[config.mk]
export PLATFORM = sky130hd
export DESIGN_NAME = psg_channel_wave_noise_generator_core
export DESIGN_NICKNAME = d
export VERILOG_FILES = /design/src/hw/rtl/psgc_pkg.sv /design/src/hw/rtl/psgc_div.sv /design/src/hw/rtl/psgc_dp.sv /design/src/hw/rtl/psgc_ctrl.sv /design/src/hw/rtl/psg_channel_wave_noise_generator_core.sv
export SDC_FILE = /design/constraint.sdc
export NUM_CORES = 2
export LEC_CHECK = 0
export ABC_CLOCK_PERIOD_IN_PS = 12300
export BUFFER_PORTS_ARGS = -buffer_cell sky130_fd_sc_hd__buf_2
export CORE_MARGIN = 1
export CORE_UTILIZATION = 60
export CTS_BUF_LIST = sky130_fd_sc_hd__clkbuf_4 sky130_fd_sc_hd__clkbuf_8
export CTS_CLUSTER_SIZE = 24
export DETAILED_ROUTE_END_ITERATION = 10
export PLACE_DENSITY = 0.74
export SYNTH_ARGS = -nofsm -noshare
export SYNTH_HDL_FRONTEND = slang
export SYNTH_SLANG_ARGS = --single-unit
[constraint.sdc]
create_clock -name i_clk -period 12.3 [get_ports i_clk]
set_clock_uncertainty 0.2 [all_clocks]
set_input_delay 1.845 -clock i_clk [delete_from_list [all_inputs] [get_ports i_clk]]
set_output_delay 1.845 -clock i_clk [all_outputs]
set_load 0.02 [all_outputs]
[src/hw/rtl/psgc_pkg.sv]
// Shared types, constants and tables of the sound channel core.
package psgc_pkg;

    localparam int NOISE_CAPABLE = 1;
    localparam int WAVE_DEPTH    = 32;

    localparam logic [31:0] NOISE_SEED = 32'h51F63101;
    localparam logic [31:0] NOISE_TAP  = 32'h00080000;
    localparam logic [31:0] NOISE_XOR  = 32'h00000004;

    localparam int DIV_W  = 25;
    localparam int DVS_W  = 17;
    localparam int REM_W  = 18;
    localparam int CNT_W  = 5;

    localparam logic [2:0] CFG_PERIOD   = 3'd0;
    localparam logic [2:0] CFG_CTRL     = 3'd1;
    localparam logic [2:0] CFG_BALANCE  = 3'd2;
    localparam logic [2:0] CFG_NOISE    = 3'd3;
    localparam logic [2:0] CFG_MAIN_VOL = 3'd4;
    localparam logic [2:0] CFG_STEREO   = 3'd5;
    localparam logic [2:0] CFG_RATIO    = 3'd6;
    localparam logic [2:0] CFG_RATE     = 3'd7;

    localparam logic [1:0] POL_SILENT = 2'd0;
    localparam logic [1:0] POL_POS    = 2'd1;
    localparam logic [1:0] POL_NEG    = 2'd2;

    localparam logic [17:0] NOISE_BASE  = 18'd3000;
    localparam logic [12:0] NOISE_AMPL  = 13'd7020;
    localparam logic [6:0]  VOL_OFFSET  = 7'd60;
    localparam logic [12:0] RECIP_10    = 13'd6554;
    localparam logic [12:0] RECIP_100   = 13'd5243;

    typedef struct packed {
        logic wr_en;
        logic div_start;
        logic div_noise;
        logic clr_phase;
        logic zero_res;
        logic noise_fin;
        logic w1;
        logic w2;
        logic w3;
        logic w4;
        logic load_out;
    } t_cmd;

    typedef struct packed {
        logic enabled;
        logic noise;
        logic direct;
        logic per_zero;
        logic div_done;
        logic div_busy;
        logic out_free;
    } t_status;

    function automatic logic [6:0] level_lookup(input logic [4:0] idx);
        logic [6:0] v;
        unique case (idx)
            5'd0:  v = 7'd0;   5'd1:  v = 7'd1;   5'd2:  v = 7'd1;   5'd3:  v = 7'd2;
            5'd4:  v = 7'd2;   5'd5:  v = 7'd2;   5'd6:  v = 7'd3;   5'd7:  v = 7'd3;
            5'd8:  v = 7'd4;   5'd9:  v = 7'd4;   5'd10: v = 7'd5;   5'd11: v = 7'd5;
            5'd12: v = 7'd6;   5'd13: v = 7'd7;   5'd14: v = 7'd8;   5'd15: v = 7'd9;
            5'd16: v = 7'd10;  5'd17: v = 7'd11;  5'd18: v = 7'd13;  5'd19: v = 7'd15;
            5'd20: v = 7'd17;  5'd21: v = 7'd19;  5'd22: v = 7'd21;  5'd23: v = 7'd24;
            5'd24: v = 7'd27;  5'd25: v = 7'd31;  5'd26: v = 7'd35;  5'd27: v = 7'd39;
            5'd28: v = 7'd44;  5'd29: v = 7'd50;  5'd30: v = 7'd56;  default: v = 7'd64;
        endcase
        return v;
    endfunction

endpackage

[src/hw/rtl/psgc_div.sv]
// Restoring unsigned divider, one quotient bit per cycle.
module psgc_div (
    input  logic                         i_clk,
    input  logic                         i_rst_n,
    input  logic                         i_start,
    input  logic [psgc_pkg::DIV_W-1:0]   i_dividend,
    input  logic [psgc_pkg::DVS_W-1:0]   i_divisor,
    output logic                         o_busy,
    output logic                         o_done,
    output logic [psgc_pkg::DIV_W-1:0]   o_quo,
    output logic [psgc_pkg::REM_W-1:0]   o_rem
);
    logic [psgc_pkg::CNT_W-1:0] r_cnt, n_cnt;
    logic                       r_busy, n_busy;
    logic                       r_done, n_done;
    logic [psgc_pkg::DIV_W-1:0] r_quo, n_quo;
    logic [psgc_pkg::REM_W-1:0] r_rem, n_rem;
    logic [psgc_pkg::DVS_W-1:0] r_dvs, n_dvs;
    logic [psgc_pkg::REM_W-1:0] rem_sh;
    logic                       fits;

    assign rem_sh = {r_rem[psgc_pkg::REM_W-2:0], r_quo[psgc_pkg::DIV_W-1]};
    assign fits   = rem_sh >= {1'b0, r_dvs};

    always_comb begin
        n_cnt  = r_cnt;
        n_busy = r_busy;
        n_done = 1'b0;
        n_quo  = r_quo;
        n_rem  = r_rem;
        n_dvs  = r_dvs;
        if (i_start) begin
            n_cnt  = psgc_pkg::CNT_W'(psgc_pkg::DIV_W - 1);
            n_busy = 1'b1;
            n_quo  = i_dividend;
            n_rem  = '0;
            n_dvs  = i_divisor;
        end else if (r_busy) begin
            n_rem = fits ? rem_sh - {1'b0, r_dvs} : rem_sh;
            n_quo = {r_quo[psgc_pkg::DIV_W-2:0], fits};
            n_cnt = r_cnt - 1'b1;
            if (r_cnt == '0) begin
                n_busy = 1'b0;
                n_done = 1'b1;
            end
        end
    end

    always_ff @(posedge i_clk) begin
        if (!i_rst_n) begin
            r_cnt  <= '0;
            r_busy <= 1'b0;
            r_done <= 1'b0;
        end else begin
            r_cnt  <= n_cnt;
            r_busy <= n_busy;
            r_done <= n_done;
        end
        r_quo <= n_quo;
        r_rem <= n_rem;
        r_dvs <= n_dvs;
    end

    assign o_busy = r_busy;
    assign o_done = r_done;
    assign o_quo  = r_quo;
    assign o_rem  = r_rem;
endmodule

[src/hw/rtl/psgc_dp.sv]
// Datapath: configuration, waveform table, phase and noise state, arithmetic.
module psgc_dp (
    input  logic                  i_clk,
    input  logic                  i_rst_n,
    input  logic                  i_cfg_we,
    input  logic [2:0]            i_cfg_idx,
    input  logic [16:0]           i_cfg_data,
    input  logic [4:0]            i_wave_addr,
    input  logic [4:0]            i_wave_value,
    input  logic                  i_out_ready,
    input  psgc_pkg::t_cmd        i_cmd,
    output psgc_pkg::t_status     o_status,
    output logic                  o_out_valid,
    output logic signed [7:0]     o_left_sample,
    output logic signed [7:0]     o_right_sample
);
    logic [11:0] r_period;
    logic [7:0]  r_cc, r_bal, r_nc, r_mv;
    logic        r_stereo;
    logic [8:0]  r_ratio;
    logic [16:0] r_rate;

    logic [4:0]  r_table [psgc_pkg::WAVE_DEPTH];
    logic [20:0] r_phase;
    logic [4:0]  r_pos;
    logic [16:0] r_nacc;
    logic [31:0] r_lfsr;
    logic [1:0]  r_pol;

    logic [4:0]  r_smag;
    logic        r_sneg;
    logic [12:0] r_lp, r_rp;
    logic [8:0]  r_lbal, r_rbal;
    logic [13:0] r_pl, r_pr;
    logic [7:0]  r_res_l, r_res_r;
    logic        r_out_valid;
    logic [7:0]  r_out_l, r_out_r;

    logic [17:0] nsum;
    logic [16:0] nrate;
    logic [24:0] dividend;
    logic [16:0] divisor;
    logic        div_busy, div_done;
    logic [24:0] quo;
    logic [17:0] rem;

    logic [5:0]  mv_max, bal_max;
    logic [6:0]  vsum;
    logic [4:0]  vidx;
    logic [6:0]  nvol;
    logic        step;
    logic [31:0] lfsr_nx;
    logic [1:0]  pol_nx;
    logic [19:0] nprod;
    logic [7:0]  nmag;
    logic [4:0]  entry;
    logic [8:0]  lnib_vol, rnib_vol;
    logic [25:0] lq10, rq10;
    logic [8:0]  bal_m;
    logic [26:0] lq100, rq100;
    logic [7:0]  lmag, rmag;
    logic [20:0] phase_nx;

    assign nsum     = {1'b0, r_nacc} + psgc_pkg::NOISE_BASE + {4'd0, r_nc[4:0], 9'd0};
    assign nrate    = (r_rate == '0) ? 17'd1 : r_rate;
    assign dividend = i_cmd.div_noise ? {7'd0, nsum} : {r_ratio, 16'd0};
    assign divisor  = i_cmd.div_noise ? nrate : {5'd0, r_period};

    psgc_div u_div (
        .i_clk      (i_clk),
        .i_rst_n    (i_rst_n),
        .i_start    (i_cmd.div_start),
        .i_dividend (dividend),
        .i_divisor  (divisor),
        .o_busy     (div_busy),
        .o_done     (div_done),
        .o_quo      (quo),
        .o_rem      (rem)
    );

    always_comb begin
        mv_max   = ({1'b0, r_mv[7:4], 1'b0} > {1'b0, r_mv[3:0], 1'b0}) ?
                   {1'b0, r_mv[7:4], 1'b0} : {1'b0, r_mv[3:0], 1'b0};
        bal_max  = ({1'b0, r_bal[7:4], 1'b0} > {1'b0, r_bal[3:0], 1'b0}) ?
                   {1'b0, r_bal[7:4], 1'b0} : {1'b0, r_bal[3:0], 1'b0};
        vsum     = {1'b0, mv_max} + {2'd0, r_cc[4:0]} + {1'b0, bal_max};
        vidx     = (vsum > psgc_pkg::VOL_OFFSET) ? 5'(vsum - psgc_pkg::VOL_OFFSET) : 5'd0;
        nvol     = psgc_pkg::level_lookup(vidx);
        step     = (quo != '0);
        if (!step) begin
            lfsr_nx = r_lfsr;
            pol_nx  = r_pol;
        end else if ((r_lfsr & psgc_pkg::NOISE_TAP) != '0) begin
            lfsr_nx = ((r_lfsr ^ psgc_pkg::NOISE_XOR) << 1) | 32'd1;
            pol_nx  = psgc_pkg::POL_NEG;
        end else begin
            lfsr_nx = r_lfsr << 1;
            pol_nx  = psgc_pkg::POL_POS;
        end
        nprod    = {7'd0, psgc_pkg::NOISE_AMPL} * {13'd0, nvol};
        nmag     = {1'b0, nprod[18:12]};
        entry    = r_table[r_pos];
        lnib_vol = {5'd0, r_bal[7:4]} * {4'd0, r_cc[4:0]};
        rnib_vol = {5'd0, r_bal[3:0]} * {4'd0, r_cc[4:0]};
        lq10     = {13'd0, r_lp} * {13'd0, psgc_pkg::RECIP_10};
        rq10     = {13'd0, r_rp} * {13'd0, psgc_pkg::RECIP_10};
        bal_m    = 9'(({1'b0, r_lbal} + {1'b0, r_rbal}) >> 1);
        lq100    = {13'd0, r_pl} * {14'd0, psgc_pkg::RECIP_100};
        rq100    = {13'd0, r_pr} * {14'd0, psgc_pkg::RECIP_100};
        lmag     = lq100[26:19];
        rmag     = rq100[26:19];
        phase_nx = r_phase + quo[20:0];
    end

    always_ff @(posedge i_clk) begin
        if (!i_rst_n) begin
            r_period    <= '0;
            r_cc        <= '0;
            r_bal       <= '0;
            r_nc        <= '0;
            r_mv        <= '0;
            r_stereo    <= 1'b1;
            r_ratio     <= 9'd81;
            r_rate      <= 17'd44100;
            for (int i = 0; i < psgc_pkg::WAVE_DEPTH; i++) begin
                r_table[i] <= '0;
            end
            r_phase     <= '0;
            r_pos       <= '0;
            r_nacc      <= '0;
            r_lfsr      <= (psgc_pkg::NOISE_CAPABLE != 0) ? psgc_pkg::NOISE_SEED : 32'd0;
            r_pol       <= psgc_pkg::POL_SILENT;
            r_out_valid <= 1'b0;
        end else begin
            if (i_cfg_we) begin
                unique case (i_cfg_idx)
                    psgc_pkg::CFG_PERIOD:   r_period <= i_cfg_data[11:0];
                    psgc_pkg::CFG_CTRL:     r_cc     <= i_cfg_data[7:0];
                    psgc_pkg::CFG_BALANCE:  r_bal    <= i_cfg_data[7:0];
                    psgc_pkg::CFG_NOISE:    r_nc     <= i_cfg_data[7:0];
                    psgc_pkg::CFG_MAIN_VOL: r_mv     <= i_cfg_data[7:0];
                    psgc_pkg::CFG_STEREO:   r_stereo <= i_cfg_data[0];
                    psgc_pkg::CFG_RATIO:    r_ratio  <= i_cfg_data[8:0];
                    psgc_pkg::CFG_RATE:     r_rate   <= i_cfg_data;
                    default:                r_rate   <= r_rate;
                endcase
            end
            if (i_cmd.wr_en) begin
                r_table[i_wave_addr] <= i_wave_value;
            end
            if (i_cmd.clr_phase) begin
                r_phase <= '0;
            end
            if (i_cmd.noise_fin) begin
                r_nacc <= rem[16:0];
                r_lfsr <= lfsr_nx;
                r_pol  <= pol_nx;
            end
            if (i_cmd.w4) begin
                r_phase <= phase_nx;
                r_pos   <= phase_nx[20:16];
            end
            if (i_cmd.load_out) begin
                r_out_valid <= 1'b1;
            end else if (i_out_ready) begin
                r_out_valid <= 1'b0;
            end
        end
    end

    always_ff @(posedge i_clk) begin
        if (i_cmd.zero_res) begin
            r_res_l <= '0;
            r_res_r <= '0;
        end
        if (i_cmd.noise_fin) begin
            priority case (pol_nx)
                psgc_pkg::POL_POS: begin
                    r_res_l <= nmag;
                    r_res_r <= nmag;
                end
                psgc_pkg::POL_NEG: begin
                    r_res_l <= 8'(-nmag);
                    r_res_r <= 8'(-nmag);
                end
                default: begin
                    r_res_l <= '0;
                    r_res_r <= '0;
                end
            endcase
        end
        if (i_cmd.w1) begin
            r_sneg <= ~entry[4];
            r_smag <= entry[4] ? entry - 5'd15 : 5'd16 - entry;
            r_lp   <= 13'({4'd0, lnib_vol} * 13'd11);
            r_rp   <= 13'({4'd0, rnib_vol} * 13'd11);
        end
        if (i_cmd.w2) begin
            r_lbal <= lq10[24:16];
            r_rbal <= rq10[24:16];
        end
        if (i_cmd.w3) begin
            if (r_stereo) begin
                r_pl <= {9'd0, r_smag} * {5'd0, r_lbal};
                r_pr <= {9'd0, r_smag} * {5'd0, r_rbal};
            end else begin
                r_pl <= {9'd0, r_smag} * {5'd0, bal_m};
                r_pr <= '0;
            end
        end
        if (i_cmd.w4) begin
            r_res_l <= r_sneg ? 8'(-lmag) : lmag;
            r_res_r <= r_sneg ? 8'(-rmag) : rmag;
        end
        if (i_cmd.load_out) begin
            r_out_l <= r_res_l;
            r_out_r <= r_res_r;
        end
    end

    assign o_status.enabled  = r_cc[7];
    assign o_status.noise    = (psgc_pkg::NOISE_CAPABLE != 0) && r_nc[7];
    assign o_status.direct   = r_cc[6];
    assign o_status.per_zero = (r_period == '0);
    assign o_status.div_done = div_done;
    assign o_status.div_busy = div_busy;
    assign o_status.out_free = !r_out_valid || i_out_ready;

    assign o_out_valid    = r_out_valid;
    assign o_left_sample  = r_out_l;
    assign o_right_sample = r_out_r;
endmodule

[src/hw/rtl/psgc_ctrl.sv]
// Controller state machine that sequences each item through the datapath.
module psgc_ctrl (
    input  logic              i_clk,
    input  logic              i_rst_n,
    input  logic              i_in_valid,
    input  logic              i_kind,
    input  psgc_pkg::t_status i_status,
    output logic              o_in_ready,
    output psgc_pkg::t_cmd    o_cmd
);
    typedef enum logic [7:0] {
        ST_IDLE = 8'b0000_0001,
        ST_DIV  = 8'b0000_0010,
        ST_NZ   = 8'b0000_0100,
        ST_W1   = 8'b0000_1000,
        ST_W2   = 8'b0001_0000,
        ST_W3   = 8'b0010_0000,
        ST_W4   = 8'b0100_0000,
        ST_DONE = 8'b1000_0000
    } t_state;

    t_state r_state, n_state;
    logic   r_is_noise, n_is_noise;
    logic   accept;

    assign o_in_ready = (r_state == ST_IDLE);
    assign accept     = i_in_valid && o_in_ready;

    always_comb begin
        n_state    = r_state;
        n_is_noise = r_is_noise;
        o_cmd      = '0;
        unique case (r_state)
            ST_IDLE: begin
                if (accept && !i_kind) begin
                    o_cmd.wr_en = 1'b1;
                end else if (accept) begin
                    priority if (!i_status.enabled) begin
                        o_cmd.clr_phase = 1'b1;
                        o_cmd.zero_res  = 1'b1;
                        n_state         = ST_DONE;
                    end else if (i_status.noise) begin
                        o_cmd.div_start = 1'b1;
                        o_cmd.div_noise = 1'b1;
                        n_is_noise      = 1'b1;
                        n_state         = ST_DIV;
                    end else if (i_status.direct || i_status.per_zero) begin
                        o_cmd.zero_res = 1'b1;
                        n_state        = ST_DONE;
                    end else begin
                        o_cmd.div_start = 1'b1;
                        n_is_noise      = 1'b0;
                        n_state         = ST_DIV;
                    end
                end
            end
            ST_DIV: begin
                if (i_status.div_done) begin
                    n_state = r_is_noise ? ST_NZ : ST_W1;
                end
            end
            ST_NZ: begin
                o_cmd.noise_fin = 1'b1;
                n_state         = ST_DONE;
            end
            ST_W1: begin
                o_cmd.w1 = 1'b1;
                n_state  = ST_W2;
            end
            ST_W2: begin
                o_cmd.w2 = 1'b1;
                n_state  = ST_W3;
            end
            ST_W3: begin
                o_cmd.w3 = 1'b1;
                n_state  = ST_W4;
            end
            ST_W4: begin
                o_cmd.w4 = 1'b1;
                n_state  = ST_DONE;
            end
            ST_DONE: begin
                if (i_status.out_free) begin
                    o_cmd.load_out = 1'b1;
                    n_state        = ST_IDLE;
                end
            end
            default: begin
                n_state = ST_IDLE;
            end
        endcase
    end

    always_ff @(posedge i_clk) begin
        if (!i_rst_n) begin
            r_state    <= ST_IDLE;
            r_is_noise <= 1'b0;
        end else begin
            r_state    <= n_state;
            r_is_noise <= n_is_noise;
        end
    end
endmodule

[src/hw/rtl/psg_channel_wave_noise_generator_core.sv]
// Top level of one sound channel with waveform table and noise source.
//
//  Channel | Direction | Handshake                  | Payload
//  in      | input     | i_in_valid / o_in_ready    | i_kind, i_wave_addr, i_wave_value
//  out     | output    | o_out_valid / i_out_ready  | o_left_sample, o_right_sample
//  cfg     | input     | i_cfg_we                   | i_cfg_idx, i_cfg_data
//
// A table write item writes the table when taken. A sample item in noise mode uses
// the 25-step serial divider and the noise update, in wave mode the divider and the
// scaling stages. A silent sample item skips both. Reset is synchronous and active low.
// A result waits in the output register; the next item is taken once it is loaded.
module psg_channel_wave_noise_generator_core (
    input  logic              i_clk,
    input  logic              i_rst_n,
    input  logic              i_in_valid,
    output logic              o_in_ready,
    input  logic              i_kind,
    input  logic [4:0]        i_wave_addr,
    input  logic [4:0]        i_wave_value,
    output logic              o_out_valid,
    input  logic              i_out_ready,
    output logic signed [7:0] o_left_sample,
    output logic signed [7:0] o_right_sample,
    input  logic              i_cfg_we,
    input  logic [2:0]        i_cfg_idx,
    input  logic [16:0]       i_cfg_data
);
    psgc_pkg::t_cmd    cmd;
    psgc_pkg::t_status status;

    psgc_ctrl u_ctrl (
        .i_clk      (i_clk),
        .i_rst_n    (i_rst_n),
        .i_in_valid (i_in_valid),
        .i_kind     (i_kind),
        .i_status   (status),
        .o_in_ready (o_in_ready),
        .o_cmd      (cmd)
    );

    psgc_dp u_dp (
        .i_clk          (i_clk),
        .i_rst_n        (i_rst_n),
        .i_cfg_we       (i_cfg_we),
        .i_cfg_idx      (i_cfg_idx),
        .i_cfg_data     (i_cfg_data),
        .i_wave_addr    (i_wave_addr),
        .i_wave_value   (i_wave_value),
        .i_out_ready    (i_out_ready),
        .i_cmd          (cmd),
        .o_status       (status),
        .o_out_valid    (o_out_valid),
        .o_left_sample  (o_left_sample),
        .o_right_sample (o_right_sample)
    );

    a_write_no_result: assert property (@(posedge i_clk) disable iff (!i_rst_n)
        (i_in_valid && o_in_ready && !i_kind && !o_out_valid) |=> !o_out_valid)
        else $error("A table write item produced a result.");

    a_div_blocks_input: assert property (@(posedge i_clk) disable iff (!i_rst_n)
        cmd.div_start |=> !o_in_ready)
        else $error("Input taken while the divider started.");

    a_ready_not_busy: assert property (@(posedge i_clk) disable iff (!i_rst_n)
        o_in_ready |-> !status.div_busy)
        else $error("Input ready while the divider is busy.");
endmodule

After elaboration in Yosys (flattened, before gate mapping):

Memory sizes are Yosys's and may differ from the RTL's. A register that Yosys moved wholly into a read port is not among the register bits.
Index checks and enable logic that the tools add are counted.

* input bits: 36
* ROM bits: 224
* output and inout port bits: 18
* bits in writable memories: 160
* logic and storage cells: 197
* memories: 2
* register bits after elaboration: 322

Memories
* (no name shown): depth 32, bits a word 7, rd ports 1, clocked after memory_dff 0, wr ports 0, RTL line psgc_pkg.sv:61 `unique case (idx)`
* u_dp.r_table: depth 32, bits a word 5, rd ports 1, clocked after memory_dff 1, wr ports 32, RTL line psgc_dp.sv:23 `logic [4:0] r_table [psgc_pkg::WAVE_DEPTH];`

* add/subtract/negate cells: 14
* bitwise operators: 6
* multipliers: 12
* reduce and logical (&&, ||, !) cells: 31
* muxes and demuxes: 70
* eq/ne operators: 22
* order comparisons: 4

Operator list (count)
* $mux 8: 13
* $mux 25: 3
* $pmux 8 s7: 1
* $mux 5: 11
* $mul 14x13->27 const B: 2
* $mul 13x12->24 const B: 2
* $mul 5x9->14: 3
* $mux 21: 2
* $mux 1: 28
* $mul 9x4->13 const B: 2
* $reduce_bool 25->1: 1
* $mux 12: 2
* $add 21x21->21: 1
* $add 17x12->18 const B: 1
* $add 18x14->18: 1
* $ge 18x17->1: 1
* $mul 4x5->9: 2
* $reduce_and 2->1: 9
* $logic_not 17->1: 1
* $mul 11x7->17 const A: 1
* $mux 17: 1
* $sub 17x17->17: 1
* $mux 4: 4
* $neg 8->8: 2
* other kinds (42): 64

Logic depth before layout (Yosys ltp):

* word-level depth: 13
* mapped depth: 47
* depth with buffers taken out: 47

Modules after synthesis:

From an unflattened synthesis, not the netlist that was laid out.

* cell total of the unflattened synthesis: 4152
* area, all modules: 43176.4 um^2

By module, submodules not included
* psgc_dp: cells an instance 3741, area each 38974.9 um^2, instances 1, seq. area each 10890.4 um^2
* psgc_div: cells an instance 337, area each 3634.7 um^2, instances 1, seq. area each 1761.7 um^2
* psgc_ctrl: cells an instance 74, area each 566.8 um^2, instances 1, seq. area each 180.2 um^2

Worst setup path before layout:

Ideal clock, no wire load.

* kind: register to register
* start: reg u_dp.r_bal[1]
* end: reg u_dp.r_res_l[6], data pin
* required time: 11.823 ns
* cell stages (with the launch flop): 43
* path slack: 2.617 ns
* arrival time: 9.206 ns
* library setup time: 0.277 ns
* cell sequence: dfxtp_1 > inv_1 > ha_1 > nor2b_1 > o21ai_0 > nand2b_1 > a21oi_1 > a41o_1 > mux2_2 > fa_1 > ha_1 > inv_1 > fa_1 > inv_1 > ha_1 > and3b_1 > o41ai_4 > and2_1 > [... 7 more ...] > inv_1 > fa_1 > inv_1 > fa_1 > inv_1 > fa_1 > inv_1 > ha_1 > a21o_1 > a21oi_1 > nand2_1 > a211o_1 > a311o_1 > a31o_2 > or3_1 > a21oi_2 > xnor2_1 > o221ai_1

* longest elaborated chain between the ends: 11

RTL lines
* start: declaration: RTL line psgc_dp.sv:18 `logic [7:0] r_cc, r_bal, r_nc, r_mv;`
* start signal: assignment: RTL line psgc_dp.sv:139 `psgc_pkg::CFG_BALANCE: r_bal <= i_cfg_data[7:0];`
* $gt 5x5->1: RTL line psgc_dp.sv:84 `bal_max = ({1'b0, r_bal[7:4], 1'b0} > {1'b0, r_bal[3:0], 1'b0}) ?`
* $mux 5 *: RTL line psgc_dp.sv:84
* $add 7x5->7 *: RTL line psgc_dp.sv:86 `vsum = {1'b0, mv_max} + {2'd0, r_cc[4:0]} + {1'b0, bal_max};`
* $gt 7x6->1 / $sub 5x5->5 (equally long branches): RTL line psgc_dp.sv:87 `vidx = (vsum > psgc_pkg::VOL_OFFSET) ? 5'(vsum - psgc_pkg::VOL_OFFSET) : 5'd0;`
* $mux 5 *: RTL line psgc_dp.sv:87
* $mem_v2 32x7 *
* $mul 11x7->17 *: RTL line psgc_dp.sv:100 `nprod = {7'd0, psgc_pkg::NOISE_AMPL} * {13'd0, nvol};`
* $neg 7->8: RTL line psgc_dp.sv:183 `r_res_l <= 8'(-nmag);`
* $pmux 8 s2 *: RTL line psgc_dp.sv:177 `priority case (pol_nx)`
* $mux 8 *: RTL line psgc_dp.sv:176 `if (i_cmd.noise_fin) begin`
* $mux 8 *: RTL line psgc_dp.sv:211 `if (i_cmd.w4) begin`
* end signal: assignment: RTL line psgc_dp.sv:179 `r_res_l <= nmag;`
* end signal: assignment: RTL line psgc_dp.sv:183
* end signal: assignment: RTL line psgc_dp.sv:212 `r_res_l <= r_sneg ? 8'(-lmag) : lmag;`
* end: declaration: RTL line psgc_dp.sv:35 `logic [7:0] r_res_l, r_res_r;`

Mark *: on every way between the ends. The rest lies on a longest branch, timed or not.
A chain may end at the register's enable or synchronous reset.

Worst setup path after layout:

Ends and elaborated chain as after synthesis.

==> flow_metrics.env <==
export IMPL_status="completed"
export IMPL_multi_input_area_um2=26500
export IMPL_clock_pin_slew_worst_setup_and_hold_paths_ps=60
export IMPL_power_static_leakage_nw=21.7
export IMPL_layout_area_seq_um2=12800
export IMPL_synth_top_cells_by_area="edfxtp_1, ha_1, fa_1"
export IMPL_final_cell_count_no_fill=5157
export IMPL_grt_overflow_total=0
export IMPL_area_delta_synth_final_pct=6.96
export IMPL_mostFrequentLayoutCells="ha_1, inv_1, nand2_1"
export IMPL_drt_iter0_markers=1706
export IMPL_drt_drc_violations_left=0
export IMPL_irDropWorstVdd_mv=0.102
export IMPL_synth_seq_area_share_pct=30.5
export IMPL_kind_of_cell_adding_the_most_delay_to_the_critical_path="adder cells"
export IMPL_max_slew_worst_pin_slew_ps=1180
export IMPL_starting_utilization_of_the_core_area_pct=60.9
export IMPL_finish_net_count=5141
export IMPL_place_gp_congestion=0.887
export IMPL_period_share_pct=86.6
export IMPL_endpoint_type_of_the_worst_setup_path="register"
export IMPL_cpPeakStageDelay_ps=570
export IMPL_synth_avg_cell_area_um2=10.2
export IMPL_critPathLaunch="u_dp.r_bal[1]"
export IMPL_cap_viol_max_count=0
export IMPL_rows=96
export IMPL_syn_area_um2=42000
export IMPL_regToRegStartpoint="u_dp.r_bal[1]"
export IMPL_clock_sink_count=484
export IMPL_final_common_cell="ha_1"
export IMPL_yosys_warnings=0
export IMPL_placeableCoreArea_um2=68900
export IMPL_post_route_cells_drive_above_1_share_pct=7.36
export IMPL_mapped_cells=4124
export IMPL_cts_setup_buffers=0
export IMPL_cts_hold_buffers_added=0
export IMPL_io_pins=54
export IMPL_post_dp_cell_area_um2=43200
export IMPL_dieHeight_um=267
export IMPL_hpwl_um=66800
export IMPL_clk_root_buffer_cell="clkbuf_8"
export IMPL_ys_async_sr_fraction_pct=0
export IMPL_worst_setup_path_type="reg2reg"
export IMPL_element_type_at_the_critical_path_start="register"
export IMPL_timing_hold_worst_start="u_dp.r_res_r[5]"
export IMPL_place_inst=5009
export IMPL_dr_total_vias=28536
export IMPL_cpMaxStageDelayCell="fa_1"
export IMPL_grt_antenna_before_repair=4
export IMPL_clock_insertion_delay_worst_skew_ps=670
export IMPL_yosys_cell_types_count=80
export IMPL_timing_critical_path_buf_inv=8
export IMPL_synth_compound_area_share_pct=8.83
export IMPL_port_buffer_count=53
export IMPL_postRouteWirelength_um=87000
export IMPL_die_area_um2=71100
export IMPL_synth_simple_gate_area_share_pct=13.1
export IMPL_routed_wire_length_per_instance_um=16.9
export IMPL_pwr_density_cell_nw_per_um2=77.6
export IMPL_yosysTopAreaCellShare_pct=22.3
export IMPL_first_pass_iters=5
export IMPL_cts_htree_levels=3
export IMPL_timing_final_setup_violations=0
export IMPL_antenna_violating_nets_post_route=0
export IMPL_largest_area_contributor_in_the_netlist="edfxtp_1"
export IMPL_postSynthRegisterBits=484
export IMPL_worst_path_max_fanout=8
export IMPL_fin_tns_setup_ps=0
export IMPL_min_path_type="reg2reg"
export IMPL_crit_path_frequent_cell="inv_1"
export IMPL_cts_resized=0
export IMPL_cts_path_max_buffers=3
export IMPL_synth_adder_area_share_pct=33.9
export IMPL_wire_length_of_the_first_global_routing_pass_um=145000
export IMPL_track_usage_pct=25.3
export IMPL_r2r_slack_ps=1650
export IMPL_num_fill_cells=5548
export IMPL_yosys_area_share_xor_xnor_pct=3.53
export IMPL_synth_mux_area_fraction_pct=3.76
export IMPL_timing_critical_path_arrival_ps=10830
export IMPL_grt_start_max_net_pins=100
export IMPL_rsz_0062_raised_after_global_routing="no"
export IMPL_die_width_um=267
export IMPL_tritoncts_num_buffers=81
export IMPL_dominantRegCellSynth="edfxtp_1"
export IMPL_clock_tree_from_tritoncts="built"
export IMPL_synthesis_nets=5104
export IMPL_hold_viol=0
export IMPL_main_combinational_cell_family_by_area_after_synthesis="adder cells"
export IMPL_fmaxAchievable_mhz=93.9
export IMPL_slew_limit_headroom_pct=21.3
export IMPL_timing_final_max_slew_violations=0
export IMPL_period_minus_slack_ps=10650
export IMPL_vias_per_instance=5.53
export IMPL_postLayoutCellArea_um2=44900
export IMPL_synth_edf_count=312
export IMPL_vias_in_the_first_global_route=29269
export IMPL_data_required_time_at_the_worst_endpoint_ps=12480
==> cell families (layout without fill, tap and decap cells) <==
logic type	after synthesis	in the layout
xor gates and xnor gates	167	167
buffers and inverters	720	819
DFF	484	484
other	0	3
AOI/OAI and AO/OA	600	600
muxes	94	94
and+or+nand+nor	1115	1115
adders and majority gates	944	944
==> stage by stage <==
| step | power, mW | setup WS [ps] | util (%) | hold slack (ps) |
|---|---|---|---|---|
| 3_3_place_gp | 1.96 | 1970 | 62.6 | 203 |
| 2_1_floorplan | 1.91 | 2620 | - | 200 |
| 4_1_cts | 3.51 | 1720 | 65.2 | 231 |
| 5_1_grt | 3.60 | 1060 | 65.2 | 233 |
| 3_5_place_dp | 1.97 | 1730 | 62.6 | 211 |
| 6_report | 3.49 | 1650 | 65.2 | 229 |
==> state kept, by name, indices dropped and copies added, names as in the netlist, 9 cells and up, named ones only <==
name,cells
u_dp.r_table,160
u_dp.u_div.o_quo,25
u_dp.r_phase,21
u_dp.r_lfsr,20
u_dp.r_nacc,17
u_dp.r_rate,17
u_dp.u_div.o_rem,17
u_dp.u_div.r_dvs,17
u_dp.r_pl,14
u_dp.r_pr,14
u_dp.r_lp,13
u_dp.r_rp,13
u_dp.r_period,12
u_dp.r_lbal,9
u_dp.r_ratio,9
u_dp.r_rbal,9
==> where the power goes <==
group | switching (mW) | internal, mW | total, mW
combinational | 0.106 | 0.0542 | 0.160
sequential | 0.0200 | 1.75 | 1.77
clock | 0.692 | 0.860 | 1.55
==> final timing paths <==
check | to | depth (start not counted)
setup / recovery | u_dp.r_res_l[6] | 41
hold / removal | u_dp.o_right_sample[5] | 0
setup reg to reg | u_dp.r_res_l[6] | 41
hold reg to reg | u_dp.o_right_sample[5] | 0
==> metal layers <==
metal  part of all wire (%)  global-route usage [%]
met3                    4.1                    3.12
met2                     50                    45.1
met4                    2.9                    8.22
met5                  0.011                       0
met1                     43                    31.8
==> area by class of cell <==
type	instances	area share [%]
Antenna cell	3	0.0167
Timing Repair Buffer	75	0.958
Multi-Input combinational cell	2920	59.0
Clock buffer	119	3.27
Clock inverter	26	0.638
Tap cell	931	2.59
Sequential cell	484	28.5
Inverter	599	5.01
==> synth_stat cells (all sizes together) (20+ instances only) <==
cell,number
ha,621
inv,599
nand2,413
fa,323
edfxtp,312
and2,266
a21oi,231
dfxtp,172
nor2,171
o21ai,137
xnor2,124
clkbuf,111
mux4,50
nand3,50
o21bai,48
xor2,42
a21o,38
nor3,37
mux2i,35
nand2b,33
nor2b,29
and3,22
o21a,21
nor4,20
Note: power is estimated with default switching activity, not from simulation.
